==> src/hpcs_pkg.sv <==
`default_nettype none
package hpcs_pkg;
   typedef enum logic [2:0] {
      OP_REQUEST    = 3'd0,
      OP_OUTCOME    = 3'd1,
      OP_TICK       = 3'd2,
      OP_CONNECT    = 3'd3,
      OP_DISCONNECT = 3'd4
   } op_type;

   localparam logic [1:0] KIND_SUBMIT   = 2'd0;
   localparam logic [1:0] KIND_DONE     = 2'd1;
   localparam logic [1:0] KIND_DEFER    = 2'd2;
   localparam logic [1:0] KIND_REMOVED  = 2'd3;

   localparam logic [2:0] ST_OK      = 3'd0;
   localparam logic [2:0] ST_STALL   = 3'd1;
   localparam logic [2:0] ST_IOERR   = 3'd2;
   localparam logic [2:0] ST_RESET   = 3'd3;
   localparam logic [2:0] ST_NOCHAN  = 3'd4;
   localparam logic [2:0] ST_UNSUPP  = 3'd5;
   localparam logic [2:0] ST_CTRL    = 3'd6;

   // channel outcome codes
   localparam logic [2:0] RES_IDLE  = 3'd0;
   localparam logic [2:0] RES_DONE  = 3'd1;
   localparam logic [2:0] RES_NAK   = 3'd2;
   localparam logic [2:0] RES_NYET  = 3'd3;
   localparam logic [2:0] RES_ERROR = 3'd4;
   localparam logic [2:0] RES_HALT  = 3'd5;

   localparam logic [7:0]  EP_CTRL_OUT    = 8'h00;
   localparam logic [7:0]  EP_CTRL_IN     = 8'h80;
   localparam logic [1:0]  TYPE_BULK      = 2'd2;
   localparam logic [1:0]  TYPE_INTR      = 2'd3;
   localparam logic [15:0] FALLBACK_RESET = 16'd8;

   // one classified request travelling front to back
   typedef struct packed {
      op_type      op;
      logic [6:0]  dev_addr;
      logic [7:0]  ep_addr;
      logic        type_ok;
      logic [15:0] poll_interval;
      logic [7:0]  xfer_tag;
      logic [3:0]  channel;
      logic [2:0]  result_code;
      logic [15:0] bytes_min;
   } cmd_type;

   typedef struct packed {
      logic [1:0]  kind;
      logic [3:0]  channel_res;
      logic [2:0]  status;
      logic [7:0]  xfer_tag;
      logic [7:0]  ep_addr;
      logic [6:0]  dev_addr;
      logic        reinit;
      logic [15:0] bytes_added;
      logic        last;
   } rsp_type;
endpackage
`default_nettype wire

==> src/hpcs_front.sv <==
`default_nettype none
module hpcs_front (
   input  wire logic            clock,
   input  wire logic            reset,
   input  wire logic            req_valid,
   output logic                 req_ready,
   input  wire logic [2:0]      req_op,
   input  wire logic [6:0]      req_dev_addr,
   input  wire logic [7:0]      req_ep_addr,
   input  wire logic [1:0]      req_ep_type,
   input  wire logic [15:0]     req_poll_interval,
   input  wire logic [7:0]      req_xfer_tag,
   input  wire logic [3:0]      req_channel,
   input  wire logic [2:0]      req_result_code,
   input  wire logic [15:0]     req_byte_count,
   input  wire logic [15:0]     req_buffer_room,
   output logic                 cmd_valid,
   input  wire logic            cmd_ready,
   output hpcs_pkg::cmd_type    cmd_data
);
   import hpcs_pkg::*;

   // two-entry queue of classified requests
   cmd_type    q_ff [2];
   cmd_type    q_in [2];
   logic [1:0] cnt_ff, cnt_in;
   cmd_type    cls;
   logic       push, pop;

   always_comb begin
      cls.op            = op_type'(req_op);
      cls.dev_addr      = req_dev_addr;
      cls.ep_addr       = req_ep_addr;
      cls.type_ok       = (req_ep_type == TYPE_BULK) || (req_ep_type == TYPE_INTR);
      cls.poll_interval = req_poll_interval;
      cls.xfer_tag      = req_xfer_tag;
      cls.channel       = req_channel;
      cls.result_code   = req_result_code;
      cls.bytes_min     = (req_byte_count < req_buffer_room) ? req_byte_count
                                                              : req_buffer_room;
   end

   assign req_ready = (cnt_ff != 2'd2);
   assign cmd_valid = (cnt_ff != 2'd0);
   assign cmd_data  = q_ff[0];
   assign push      = req_valid && req_ready;
   assign pop       = cmd_valid && cmd_ready;

   always_comb begin
      q_in   = q_ff;
      cnt_in = cnt_ff;
      if (pop) begin
         q_in[0] = q_ff[1];
      end
      if (push) begin
         if (pop) begin
            // push and pop together only with one entry held
            q_in[cnt_ff[1]] = cls;
         end else begin
            q_in[cnt_ff[0]] = cls;
         end
      end
      cnt_in = cnt_ff + {1'b0, push} - {1'b0, pop};
   end

   always_ff @(posedge clock) begin
      q_ff <= q_in;
      if (reset) begin
         cnt_ff <= '0;
      end else begin
         cnt_ff <= cnt_in;
      end
   end
endmodule
`default_nettype wire

==> src/hpcs_back.sv <==
`default_nettype none
module hpcs_back #(
   parameter int NUM_CHANNELS       = 16,
   parameter int FIRST_PIPE_CHANNEL = 2
) (
   input  wire logic            clock,
   input  wire logic            reset,
   input  wire logic [15:0]     fallback,
   input  wire logic            cmd_valid,
   output logic                 cmd_ready,
   input  wire hpcs_pkg::cmd_type cmd_data,
   output logic                 rsp_valid,
   input  wire logic            rsp_ready,
   output hpcs_pkg::rsp_type    rsp_data
);
   import hpcs_pkg::*;

   localparam logic [3:0] FIRST = 4'(FIRST_PIPE_CHANNEL);
   localparam logic [3:0] LASTC = 4'(NUM_CHANNELS - 1);

   typedef enum logic [4:0] {
      S_IDLE  = 5'b00001,
      S_SCAN  = 5'b00010,
      S_CLAIM = 5'b00100,
      S_ONE   = 5'b01000,
      S_FINAL = 5'b10000
   } state_type;

   state_type state_ff, state_in;
   cmd_type   cmd_ff, cmd_in;
   logic [3:0] ch_ff, ch_in;
   logic [3:0] free_ff, free_in;
   logic       free_ok_ff, free_ok_in;
   logic       conn_ff, conn_in;
   logic [31:0] now_ff, now_in;

   logic [NUM_CHANNELS-1:0] own_ff, own_in, busy_ff, busy_in;
   logic [7:0]  tag_ff [NUM_CHANNELS];
   logic [7:0]  tag_in [NUM_CHANNELS];
   logic [7:0]  ep_ff  [NUM_CHANNELS];
   logic [7:0]  ep_in  [NUM_CHANNELS];
   logic [6:0]  dv_ff  [NUM_CHANNELS];
   logic [6:0]  dv_in  [NUM_CHANNELS];
   logic [15:0] iv_ff  [NUM_CHANNELS];
   logic [15:0] iv_in  [NUM_CHANNELS];
   logic [31:0] due_ff [NUM_CHANNELS];
   logic [31:0] due_in [NUM_CHANNELS];

   // output register; a pending result stalls the scan
   logic    ov_ff, ov_in;
   rsp_type od_ff, od_in;
   logic    emit;
   rsp_type em;
   logic    hold;
   logic    pend_ff, pend_in; // a result already emitted during this request

   logic [31:0] diff;
   logic [3:0]  oc;
   logic [15:0] ivl;

   assign rsp_valid = ov_ff;
   assign rsp_data  = od_ff;
   assign cmd_ready = (state_ff == S_IDLE);
   assign hold      = ov_ff && !rsp_ready;
   assign diff      = now_ff - due_ff[ch_ff];
   assign oc        = cmd_ff.channel;
   assign ivl       = (iv_ff[oc] == 16'd0) ? fallback : iv_ff[oc];

   always_comb begin
      state_in = state_ff; cmd_in = cmd_ff; ch_in = ch_ff;
      free_in = free_ff; free_ok_in = free_ok_ff; conn_in = conn_ff;
      now_in = now_ff; own_in = own_ff; busy_in = busy_ff;
      tag_in = tag_ff; ep_in = ep_ff; dv_in = dv_ff; iv_in = iv_ff;
      due_in = due_ff; pend_in = pend_ff;
      emit = 1'b0; em = '0;
      ov_in = ov_ff && !rsp_ready; od_in = od_ff;

      unique case (state_ff)
         S_IDLE: begin
            if (cmd_valid) begin
               cmd_in = cmd_data; ch_in = FIRST; free_ok_in = 1'b0;
               pend_in = 1'b0; state_in = S_IDLE;
               unique case (cmd_data.op)
                  OP_REQUEST:    state_in = S_ONE;
                  OP_OUTCOME:    state_in = S_ONE;
                  OP_TICK: begin
                     now_in = now_ff + 32'd1;
                     if (conn_ff) state_in = S_SCAN;
                  end
                  OP_CONNECT:    conn_in = 1'b1;
                  OP_DISCONNECT: if (conn_ff) state_in = S_SCAN;
                  default: ;
               endcase
               if (cmd_data.op == OP_REQUEST && conn_ff &&
                   cmd_data.ep_addr != EP_CTRL_OUT && cmd_data.ep_addr != EP_CTRL_IN &&
                   cmd_data.type_ok) begin
                  state_in = S_SCAN;
               end
            end
         end
         // one channel per cycle, paused while a result waits untaken in the output register
         S_SCAN: if (!hold) begin
            unique case (cmd_ff.op)
               OP_REQUEST: begin
                  if (own_ff[ch_ff] && ep_ff[ch_ff] == cmd_ff.ep_addr &&
                      dv_ff[ch_ff] == cmd_ff.dev_addr) begin
                     emit = 1'b1; em.kind = KIND_DEFER; em.channel_res = ch_ff;
                     em.xfer_tag = cmd_ff.xfer_tag; em.last = 1'b1;
                     state_in = S_IDLE;
                  end else begin
                     if (!own_ff[ch_ff] && !free_ok_ff) begin
                        free_in = ch_ff; free_ok_in = 1'b1;
                     end
                     if (ch_ff == LASTC) state_in = S_CLAIM;
                     ch_in = ch_ff + 4'd1;
                  end
               end
               OP_TICK: begin
                  if (own_ff[ch_ff] && !busy_ff[ch_ff] && !diff[31]) begin
                     busy_in[ch_ff] = 1'b1;
                     emit = 1'b1; em.kind = KIND_SUBMIT; em.channel_res = ch_ff;
                     em.xfer_tag = tag_ff[ch_ff]; em.ep_addr = ep_ff[ch_ff];
                     em.dev_addr = dv_ff[ch_ff]; pend_in = 1'b1;
                  end
                  if (ch_ff == LASTC) begin
                     state_in = S_FINAL;
                  end
                  ch_in = ch_ff + 4'd1;
               end
               default: begin // disconnect
                  if (own_ff[ch_ff]) begin
                     own_in[ch_ff] = 1'b0;
                     emit = 1'b1; em.kind = KIND_DONE; em.channel_res = ch_ff;
                     em.status = ST_RESET; em.xfer_tag = tag_ff[ch_ff];
                  end
                  busy_in[ch_ff] = 1'b0; ep_in[ch_ff] = '0; dv_in[ch_ff] = '0;
                  due_in[ch_ff] = '0;
                  if (ch_ff == LASTC) state_in = S_FINAL;
                  ch_in = ch_ff + 4'd1;
               end
            endcase
         end
         S_CLAIM: if (!hold) begin
            emit = 1'b1; em.xfer_tag = cmd_ff.xfer_tag; em.last = 1'b1;
            if (free_ok_ff) begin
               em.kind = KIND_SUBMIT; em.channel_res = free_ff;
               em.ep_addr = cmd_ff.ep_addr; em.dev_addr = cmd_ff.dev_addr;
               em.reinit = (ep_ff[free_ff] != cmd_ff.ep_addr) ||
                           (dv_ff[free_ff] != cmd_ff.dev_addr);
               if (em.reinit) begin
                  ep_in[free_ff] = cmd_ff.ep_addr; dv_in[free_ff] = cmd_ff.dev_addr;
                  due_in[free_ff] = '0;
               end
               own_in[free_ff] = 1'b1; busy_in[free_ff] = 1'b1;
               tag_in[free_ff] = cmd_ff.xfer_tag; iv_in[free_ff] = cmd_ff.poll_interval;
            end else begin
               em.kind = KIND_DONE; em.status = ST_NOCHAN;
            end
            state_in = S_IDLE;
         end
         S_ONE: if (!hold) begin
            state_in = S_IDLE;
            if (cmd_ff.op == OP_REQUEST) begin
               emit = 1'b1; em.kind = KIND_DONE; em.xfer_tag = cmd_ff.xfer_tag;
               em.last = 1'b1;
               priority if (!conn_ff) em.status = ST_RESET;
               else if (cmd_ff.ep_addr == EP_CTRL_OUT || cmd_ff.ep_addr == EP_CTRL_IN)
                  em.status = ST_CTRL;
               else em.status = ST_UNSUPP;
            end else if (oc >= FIRST && {1'b0, oc} < 5'(NUM_CHANNELS) &&
                         own_ff[oc] && busy_ff[oc] && cmd_ff.result_code != RES_IDLE) begin
               busy_in[oc] = 1'b0;
               if (cmd_ff.result_code == RES_NAK || cmd_ff.result_code == RES_NYET) begin
                  due_in[oc] = now_ff + {16'd0, ivl};
               end else begin
                  own_in[oc] = 1'b0;
                  emit = 1'b1; em.kind = KIND_DONE; em.channel_res = oc;
                  em.xfer_tag = tag_ff[oc]; em.last = 1'b1;
                  priority if (cmd_ff.result_code == RES_DONE) begin
                     em.status = ST_OK;
                     if (ep_ff[oc][7]) em.bytes_added = cmd_ff.bytes_min;
                  end else if (cmd_ff.result_code == RES_HALT) em.status = ST_STALL;
                  else em.status = ST_IOERR;
               end
            end
         end
         S_FINAL: if (!hold) begin
            state_in = S_IDLE;
            if (cmd_ff.op == OP_DISCONNECT) begin
               conn_in = 1'b0;
               emit = 1'b1; em.kind = KIND_REMOVED; em.last = 1'b1;
            end else if (pend_ff) begin
               // re-issue the held last submit with its last flag: handled by
               // flagging the register copy below
               ov_in = ov_ff && !rsp_ready;
            end
         end
         default: state_in = S_IDLE;
      endcase

      if (emit) begin
         ov_in = 1'b1; od_in = em;
      end
   end

   // Tick results: the last one found must carry the last flag. The scan
   // keeps the most recent submit in a staging slot and only forwards it
   // when the next one is found or the scan ends.
   rsp_type stg_ff, stg_in;
   logic    stg_v_ff, stg_v_in;
   logic    ov_q, ov_fin;
   rsp_type od_fin;
   logic    stage_mode;

   assign stage_mode = (cmd_ff.op == OP_TICK) && (state_ff == S_SCAN || state_ff == S_FINAL);

   always_comb begin
      stg_in = stg_ff; stg_v_in = stg_v_ff;
      ov_fin = ov_in; od_fin = od_in; ov_q = ov_ff && !rsp_ready;
      if (stage_mode && !hold) begin
         ov_fin = ov_q; od_fin = od_ff;
         if (emit) begin
            if (stg_v_ff) begin
               ov_fin = 1'b1; od_fin = stg_ff;
            end
            stg_in = em; stg_v_in = 1'b1;
         end
         if (state_ff == S_FINAL) begin
            if (stg_v_ff) begin
               ov_fin = 1'b1; od_fin = stg_ff; od_fin.last = 1'b1;
            end
            stg_v_in = 1'b0;
         end
      end
      if (state_ff == S_IDLE) stg_v_in = 1'b0;
   end

   always_ff @(posedge clock) begin
      cmd_ff <= cmd_in; ch_ff <= ch_in; free_ff <= free_in;
      tag_ff <= tag_in; iv_ff <= iv_in; od_ff <= od_fin; stg_ff <= stg_in;
      if (reset) begin
         state_ff <= S_IDLE; free_ok_ff <= 1'b0; conn_ff <= 1'b0; now_ff <= '0;
         own_ff <= '0; busy_ff <= '0; ov_ff <= 1'b0; pend_ff <= 1'b0;
         stg_v_ff <= 1'b0;
         for (int i = 0; i < NUM_CHANNELS; i++) begin
            ep_ff[i] <= '0; dv_ff[i] <= '0; due_ff[i] <= '0;
         end
      end else begin
         state_ff <= state_in; free_ok_ff <= free_ok_in; conn_ff <= conn_in;
         now_ff <= now_in; own_ff <= own_in; busy_ff <= busy_in;
         ov_ff <= ov_fin; pend_ff <= pend_in; stg_v_ff <= stg_v_in;
         ep_ff <= ep_in; dv_ff <= dv_in; due_ff <= due_in;
      end
   end
endmodule
`default_nettype wire

==> src/host_pipe_channel_scheduler.sv <==
`default_nettype none
// Host pipe channel scheduler. Requests (transfer requests, channel
// outcomes, millisecond ticks, connect and disconnect) are classified by a
// front stage into a two-entry queue; a back stage carries them out over
// the per-channel state one channel per cycle. Accepted transfer requests,
// ticks and disconnects scan channels FIRST_PIPE_CHANNEL to NUM_CHANNELS-1
// while the port is connected, a request stopping early on a deferral;
// outcomes and refused requests pass through S_ONE, connect stays idle. The
// back-stage scan loop sets the rate; results wait in an output register
// and the scan pauses while it is full. fallback_interval_ms resets to 8.
module host_pipe_channel_scheduler #(
   parameter int NUM_CHANNELS       = 16,
   parameter int FIRST_PIPE_CHANNEL = 2
) (
   input  wire logic        clock,
   input  wire logic        reset,
   input  wire logic        csr_write,
   input  wire logic [15:0] csr_fallback_interval_ms,
   input  wire logic        req_valid,
   output logic             req_ready,
   input  wire logic [2:0]  req_op,
   input  wire logic [6:0]  req_dev_addr,
   input  wire logic [7:0]  req_ep_addr,
   input  wire logic [1:0]  req_ep_type,
   input  wire logic [15:0] req_poll_interval,
   input  wire logic [7:0]  req_xfer_tag,
   input  wire logic [3:0]  req_channel,
   input  wire logic [2:0]  req_result_code,
   input  wire logic [15:0] req_byte_count,
   input  wire logic [15:0] req_buffer_room,
   output logic             rsp_valid,
   input  wire logic        rsp_ready,
   output logic [1:0]       rsp_kind,
   output logic [3:0]       rsp_channel_res,
   output logic [2:0]       rsp_status,
   output logic [7:0]       rsp_out_xfer_tag,
   output logic [7:0]       rsp_out_ep_addr,
   output logic [6:0]       rsp_out_dev_addr,
   output logic             rsp_reinit,
   output logic [15:0]      rsp_bytes_added,
   output logic             rsp_last
);
   import hpcs_pkg::*;

   logic [15:0] fallback_ff;
   logic        cmd_valid, cmd_ready;
   cmd_type     cmd_data;
   rsp_type     rsp_data;

   // fallback retry interval register
   always_ff @(posedge clock) begin
      if (reset) begin
         fallback_ff <= FALLBACK_RESET;
      end else if (csr_write) begin
         fallback_ff <= csr_fallback_interval_ms;
      end
   end

   hpcs_front u_front (
      .clock, .reset, .req_valid, .req_ready, .req_op, .req_dev_addr,
      .req_ep_addr, .req_ep_type, .req_poll_interval, .req_xfer_tag,
      .req_channel, .req_result_code, .req_byte_count, .req_buffer_room,
      .cmd_valid, .cmd_ready, .cmd_data
   );

   hpcs_back #(
      .NUM_CHANNELS(NUM_CHANNELS), .FIRST_PIPE_CHANNEL(FIRST_PIPE_CHANNEL)
   ) u_back (
      .clock, .reset, .fallback(fallback_ff), .cmd_valid, .cmd_ready,
      .cmd_data, .rsp_valid, .rsp_ready, .rsp_data
   );

   assign rsp_kind         = rsp_data.kind;
   assign rsp_channel_res  = rsp_data.channel_res;
   assign rsp_status       = rsp_data.status;
   assign rsp_out_xfer_tag = rsp_data.xfer_tag;
   assign rsp_out_ep_addr  = rsp_data.ep_addr;
   assign rsp_out_dev_addr = rsp_data.dev_addr;
   assign rsp_reinit       = rsp_data.reinit;
   assign rsp_bytes_added  = rsp_data.bytes_added;
   assign rsp_last         = rsp_data.last;
endmodule
`default_nettype wire

==> config.mk <==
export PLATFORM = sky130hd
export DESIGN_NAME = host_pipe_channel_scheduler
export DESIGN_NICKNAME = d
export VERILOG_FILES = /design/src/hpcs_pkg.sv /design/src/hpcs_front.sv /design/src/hpcs_back.sv /design/src/host_pipe_channel_scheduler.sv
export SDC_FILE = /design/constraint.sdc
export NUM_CORES = 2
export LEC_CHECK = 0
export ABC_CLOCK_PERIOD_IN_PS = 9700
export BUFFER_PORTS_ARGS = -buffer_cell sky130_fd_sc_hd__buf_2
export CORE_AREA = 2 2 337 373
export CTS_CLUSTER_SIZE = 20
export DETAILED_ROUTE_END_ITERATION = 6
export DIE_AREA = 0 0 339 375
export PLACE_DENSITY = 0.81
export SLEW_MARGIN = 25
export SYNTH_ARGS = -nofsm -noshare
export SYNTH_HDL_FRONTEND = slang
export SYNTH_SLANG_ARGS = --single-unit
==> constraint.sdc <==
create_clock -name clock -period 9.7 [get_ports clock]
set_clock_uncertainty 0.1 [all_clocks]
set_input_delay 1.455 -clock clock [delete_from_list [all_inputs] [get_ports clock]]
set_output_delay 1.455 -clock clock [all_outputs]
set_load 0.03 [all_outputs]
* Yosys cells after proc, flatten, opt, wreduce, memory -nomap -nowiden *
Index checks and enable logic that the tools add are counted.
Widths: inputs -> output; s select.

operators by class
  $add $sub $neg = 6
  $lt $le $gt $ge = 18
  eq/ne operators = 49
  muxes and demuxes = 212
  bitwise gates (word level) = 24
  reduce and logical (&&, ||, !) cells = 68

operators with widths
  kind               number
  $mux 512           9
  $pmux 512 s3       1
  $and 512x512->512  2
  $not 512->512      2
  $mux 128           5
  $mux 112           5
  $bwmux 512         1
  $mux 16            28
  $demux 32 s4       3
  $mux 50            6
  $bwmux 132         2
  $mux 132           2
  $bwmux 128         2
  $bwmux 256         1
  $pmux 128 s2       1
  $mux 32            7
  $pmux 112 s2       1
  $mux 66            3
  $bmux 8 s4         5
  $demux 66 s1       2
  $and 128x128->128  1
  $bmux 32 s4        1
  $not 128->128      1
  $and 112x112->112  1
  other kinds (92)   285

word-level totals
  register bits after elaboration = 1,532
  bits of input ports = 104
  output and inout port bits = 52
  logic and storage cells = 513

* Logic depth before layout (Yosys ltp) *
  depth in word-level cells = 15
  mapped depth = 25
  gate-level depth less buffers = 18

* Modules after synthesis *
A second synthesis with hierarchy kept.

unflattened totals
  cells, all modules = 5,323
  area total of the unflattened synthesis = 67,551.0 um^2

by module, submodules not included
  module                       instances  cells an instance  area an instance (um^2)  seq. area each (um^2)
  hpcs_back                    1          4,548              60,341.6                 33,241.9
  hpcs_front                   1          723                6,627.6                  3,343.2
  host_pipe_channel_scheduler  1          52                 581.8                    320.3

* Worst setup path after synthesis *
No wires, ideal clock.

  path type = register -> register
  start point = reg u_back.state_ff[2]
  end point = reg u_back.now_ff[25]
  arrival time = 7.641 ns
  data required time = 9.472 ns
  path slack = 1.831 ns
  stages on the path, launching flop included = 13
  buffers on the path = 2
  cell sequence = dfxtp_1 -> clkbuf_1 -> or3_1 -> nor3_1 -> nor4bb_1 -> buf_2 -> nand4_1 -> nor2_1 -> nand3_1 -> nor3_2 -> nand3_1 -> xor2_1 -> nor2_1

between the ends
  word-level cells in the longest chain between the ends = 2

ends and longest elaborated chain
  element                     line              text
  start: declaration          hpcs_back.sv:29   state_type state_ff, state_in;
  start signal: assignment    hpcs_back.sv:249  state_ff <= state_in; free_ok_ff <= free_ok_in; conn_ff <= conn_in;
  $eq 5x1->1                  hpcs_back.sv:78   unique case (state_ff)
  $reduce_and 3->1 (no line)  --
  end signal: assignment      hpcs_back.sv:250  now_ff <= now_in; own_ff <= own_in; busy_ff <= busy_in;
  end: declaration            hpcs_back.sv:35   logic [31:0] now_ff, now_in;

Every way passes these cells.
A chain may end at the register's enable or synchronous reset.

* Final worst setup path *
  start point = reg u_back.cmd_ff, in the netlist u_back.oc[1]
  end point = reg u_back.due_ff[63] (netlist bit)

between the ends
  word-level cells in the longest chain between the ends = 13
  elaborated cells between the ends (all ways) = 28
  those cells by class = add/sub: 1; order compare: 3; eq/ne: 1; mux: 16; bitwise: 1; reduce/logical: 6

ends and longest elaborated chain
  element                                      line                               text
  start: declaration                           hpcs_back.sv:30                    cmd_type cmd_ff, cmd_in;
  start signal: assignment                     hpcs_back.sv:239                   cmd_ff <= cmd_in; ch_ff <= ch_in; free_ff <= free_in;
  $not 4->5 (not written as such)              hpcs_back.sv:67, hpcs_back.sv:174
  $bmux 16 s4                                  hpcs_back.sv:67                    assign ivl = (iv_ff[oc] == 16'd0) ? fallback : iv_ff[oc];
  $mux 16 (not written as such) (2 in series)  hpcs_back.sv:67
  $logic_not 16->1                             hpcs_back.sv:67
  $mux 16                                      hpcs_back.sv:67
  $add 32x16->32                               hpcs_back.sv:174                   due_in[oc] = now_ff + {16'd0, ivl};
  $bwmux 512                                   hpcs_back.sv:174
  $mux 512                                     hpcs_back.sv:173                   if (cmd_ff.result_code == RES_NAK || cmd_ff.result_code == RES_NYET) begin
  $mux 512                                     hpcs_back.sv:170                   end else if (oc >= FIRST && {1'b0, oc} < 5'(NUM_CHANNELS) &&
  $mux 512                                     hpcs_back.sv:163                   if (cmd_ff.op == OP_REQUEST) begin
  $mux 512                                     hpcs_back.sv:161                   S_ONE: if (!hold) begin
  $pmux 512 s3                                 hpcs_back.sv:78
  end signal: assignment                       hpcs_back.sv:252                   ep_ff <= ep_in; dv_ff <= dv_in; due_ff <= due_in;
  end: declaration                             hpcs_back.sv:46                    logic [31:0] due_ff [NUM_CHANNELS];

Parallel ways exist; a longest one is shown, timed or not. The select of a mux whose other input is x is not followed.

==> results_dict.tcl <==
set metrics [dict create \
    holdWs_ns 0.332 \
    drive_above_1_share_pct 19.8 \
    insertion_delay_ns 0.80 \
    crit_chain "buf_4 > mux4_2 > mux4_2 > nor4_1 > and4_1 > a21o_1 > ha_1 > a21o_1 > a21o_1 > a21oi_1 > o311a_1 > o41ai_1 > nor3b_1 > nand2_1 > xor2_1 > nor2_1 > a22o_1" \
    clk_pin_slew_worst_paths_ns 0.07 \
    synth-seq-cells 1532 \
    yosys-top-cells-area "edfxtp_1 (28%), dfxtp_1 (27%), mux4_2 (15%)" \
    power_frac_seq_pct 44.6 \
    worst_ep_required_time_ns 10.31 \
    mappedNetlistArea_um2 67400 \
    yosysTopAreaCellShare_pct 27.7 \
    criticalPathCategory "register to register" \
    synth_fa_ha_area_share_pct 1.29 \
    yosysSeqAreaShare_pct 54.7 \
    cpMostUsedCell "a21o_1" \
    ys_async_sr_fraction_pct 0 \
    leakage_nw 26.3 \
    p_sw_mw 5.62 \
    min_period_ns 7.91 \
    ir_drop_uv 250 \
    final_util_pct 60.3 \
    avgSynthCellArea_um2 12.7 \
    fin_crit_sh_pct 81.6 \
    first_global_vias 48200 \
    tightest_slew_ns 1.25 \
    critPathLaunchType "register" \
    antenna_found_initial 3 \
    hold_class "register to register" \
    cts_setup_buffers 0 \
    wirelength_um 200000 \
    design_power_total_mw 17.8 \
    grt_setup_unrepaired "false" \
    arrival_ns 8.52 \
    yosys.area.top_type "edfxtp_1" \
    ant_nets 0 \
    fp.dieW_um 339 \
    cts-htree-levels 4 \
    cts-root-buf "clkbuf_16" \
    grt_usage_pct 30.8 \
    io_buffers 154 \
    synth-edff-count 623 \
    max-slew-margin-rel_pct 16.2 \
    rows 136 \
    start_util_pct 54.5 \
    setup_violations 0 \
    pwr-share-comb_pct 22.6 \
    crit_fanout 17 \
    synth.area.mux_share_pct 17.8 \
    path_buf_inv 1 \
    clock-sinks 1532 \
    cts_max_path_buffers 3 \
    post_cts_resize_count 0 \
    grt_pass1_wl_um 298000 \
    p_int_mw 12.2 \
    ys.warnings.count 0 \
    final_cell_mix "dfxtp_1 (908), edfxtp_1 (623), mux4_2 (455), a22o_1 (451), nand2_1 (393)" \
    p_clk_share_pct 32.7 \
    cts_tree "built" \
    dp_hpwl_um 115000 \
    cts_buffers 145 \
    ioPinCount 156 \
    wire_per_inst_um 28.4 \
    yosys.area_share.simple_pct 8.38 \
    post-place-cells 6786 \
    overflow 0 \
    viasPerCell 6.95 \
    cp_top_family "simple AND/OR/NAND/NOR gates" \
    violations "design-rule violations" \
    firstDrtPassIters 7 \
    synth_cell_types 88 \
    coreArea_um2 124000 \
    fmax_mhz 126 \
    p_sw_share_pct 31.5 \
    power_density_nw_per_um2 239 \
    synth-xor-area-share_pct 1.07 \
    synthFlopType "dfxtp_1" \
    setup.worst_path.end_class "register" \
    synthesis.nets 5468 \
    synth_cells 5295 \
    slew_viol_final 0 \
    hold_viol 0 \
    cp_slowest_cell "edfxtp_1" \
    final_cells 7058 \
    status "finished with violations" \
    synth-compound-area-share_pct 13.2 \
    areaGrowthSynthToFinish_pct 10.6 \
    cts_hold_buf 0 \
    final_common_cell "dfxtp_1" \
    die-area_um2 127000 \
    fillers 9114 \
    gp_congestion 0.932 \
    tns_ns 0 \
    drt_iter0_drc 7234 \
    die_h_um 375 \
    drc 7 \
    dr_total_vias 49000 \
    grt_max_degree 117 \
    nNetsFinal 5454 \
    synth_top_family_by_area "multiplexers" \
    max_cap_viol_count 0 \
    crit_path_max_incr_delay_ns 0.93 \
]
## sequential cells by signal, indices dropped and copies added (netlist names), 5 cells and up, named ones only
register,count
u_back.ep_ff,128
u_front.q_ff,66
u_back.stg_ff,50
u_front.cmd_data,66
u_back.state_ff,5
u_back.due_ff,512
u_back.now_ff,32
fallback_ff,16
u_back.cmd_ff,61
u_back.iv_ff,256
u_back.tag_ff,128
u_back.own_ff,16
u_back.dv_ff,112
## logic make-up after synthesis
group	after synthesis
xor gates and xnor gates	82
adders and majority gates	69
buffers and inverters	526
AOI/OAI and AO/OA	1256
DFF	1532
muxes	613
and+or+nand+nor	1217
## path summary, 6_finish.rpt
check                                    to  slack (ns)                    startpoint  cells after the start
max          u_back.due_ff[63]$_SDFFE_PP0P_        1.79        u_back.oc[1]$_DFFE_PP_                     17
min             u_back.cmd_ff[27]$_DFFE_PP_        0.33  u_front.cmd_data[27]$_DFF_P_                      0
max reg2reg  u_back.due_ff[63]$_SDFFE_PP0P_        1.79        u_back.oc[1]$_DFFE_PP_                     17
min reg2reg     u_back.cmd_ff[27]$_DFFE_PP_        0.33  u_front.cmd_data[27]$_DFF_P_                      0
## through the flow
| step | setup WS (ns) | instance area (um^2) |
|---|---|---|
| after floorplan | 1.83 | 67400 |
| after global placement | 2.22 | 69500 |
| after detailed placement | 2.07 | 69700 |
| after CTS | 1.95 | 74500 |
| after global routing | 1.43 | 74600 |
| final | 1.79 | 74600 |
## power groups by stage
stage | Combinational [mW] | Clock (mW) | Sequential (mW)
finish | 4.03 | 5.83 | 7.95
global route | 4.25 | 6.09 | 7.99
CTS | 3.96 | 5.84 | 7.93
detailed placement | 3.91 | 0 | 8.06
global placement | 3.81 | 0 | 8.01
floorplan | 2.93 | 0 | 7.79
## final cells by class
class                      count  area (um^2)  share of cell area [%]
inverter                      90          339                   0.455
tap                         1656         2070                    2.78
clock buffer                 206         4150                    5.56
antenna                        1         2.50                 0.00336
multi-input combinational   3237        28500                    38.2
timing repair buffer         275         1910                    2.56
clock inverter                61          684                   0.918
sequential                  1532        36900                    49.5
## synth_stat cells (11+ instances only)
| cell type | count |
|---|---|
| mux4_2 | 455 |
| clkbuf_1 | 265 |
| and3_1 | 19 |
| xnor2_1 | 49 |
| a211oi_1 | 27 |
| a21o_1 | 35 |
| o21bai_1 | 23 |
| o21ai_0 | 192 |
| ha_1 | 68 |
| o221ai_1 | 18 |
| o21ai_1 | 157 |
| o211ai_1 | 15 |
| nand3_1 | 60 |
| inv_1 | 88 |
| buf_6 | 18 |
| mux2i_1 | 140 |
| nor2b_1 | 80 |
| o21a_1 | 16 |
| nor3_1 | 102 |
| buf_2 | 72 |
| or3_1 | 28 |
| nand2b_1 | 23 |
| xor2_1 | 33 |
| a21boi_0 | 11 |
| a22o_1 | 451 |
| o31ai_1 | 14 |
| nor2_1 | 332 |
| a31oi_1 | 35 |
| edfxtp_1 | 623 |
| and2_1 | 107 |
| o22ai_1 | 68 |
| a21oi_1 | 113 |
| nand4_1 | 22 |
| nor4_1 | 16 |
| dfxtp_1 | 909 |
| nand2_1 | 396 |
| buf_1 | 51 |
| buf_4 | 25 |
## metal layers
| layer | global-route usage [%] | up-vias | share of wire [%] |
|---|---|---|---|
| li1 | - | 20200 | - |
| met1 | 38.8 | 24200 | 35 |
| met2 | 48.9 | 3744 | 47 |
| met3 | 7.48 | 862 | 12 |
| met4 | 17.1 | 4 | 6.2 |
| met5 | 0 | - | 0.013 |
No activity file was read; power rests on OpenSTA's default activity.
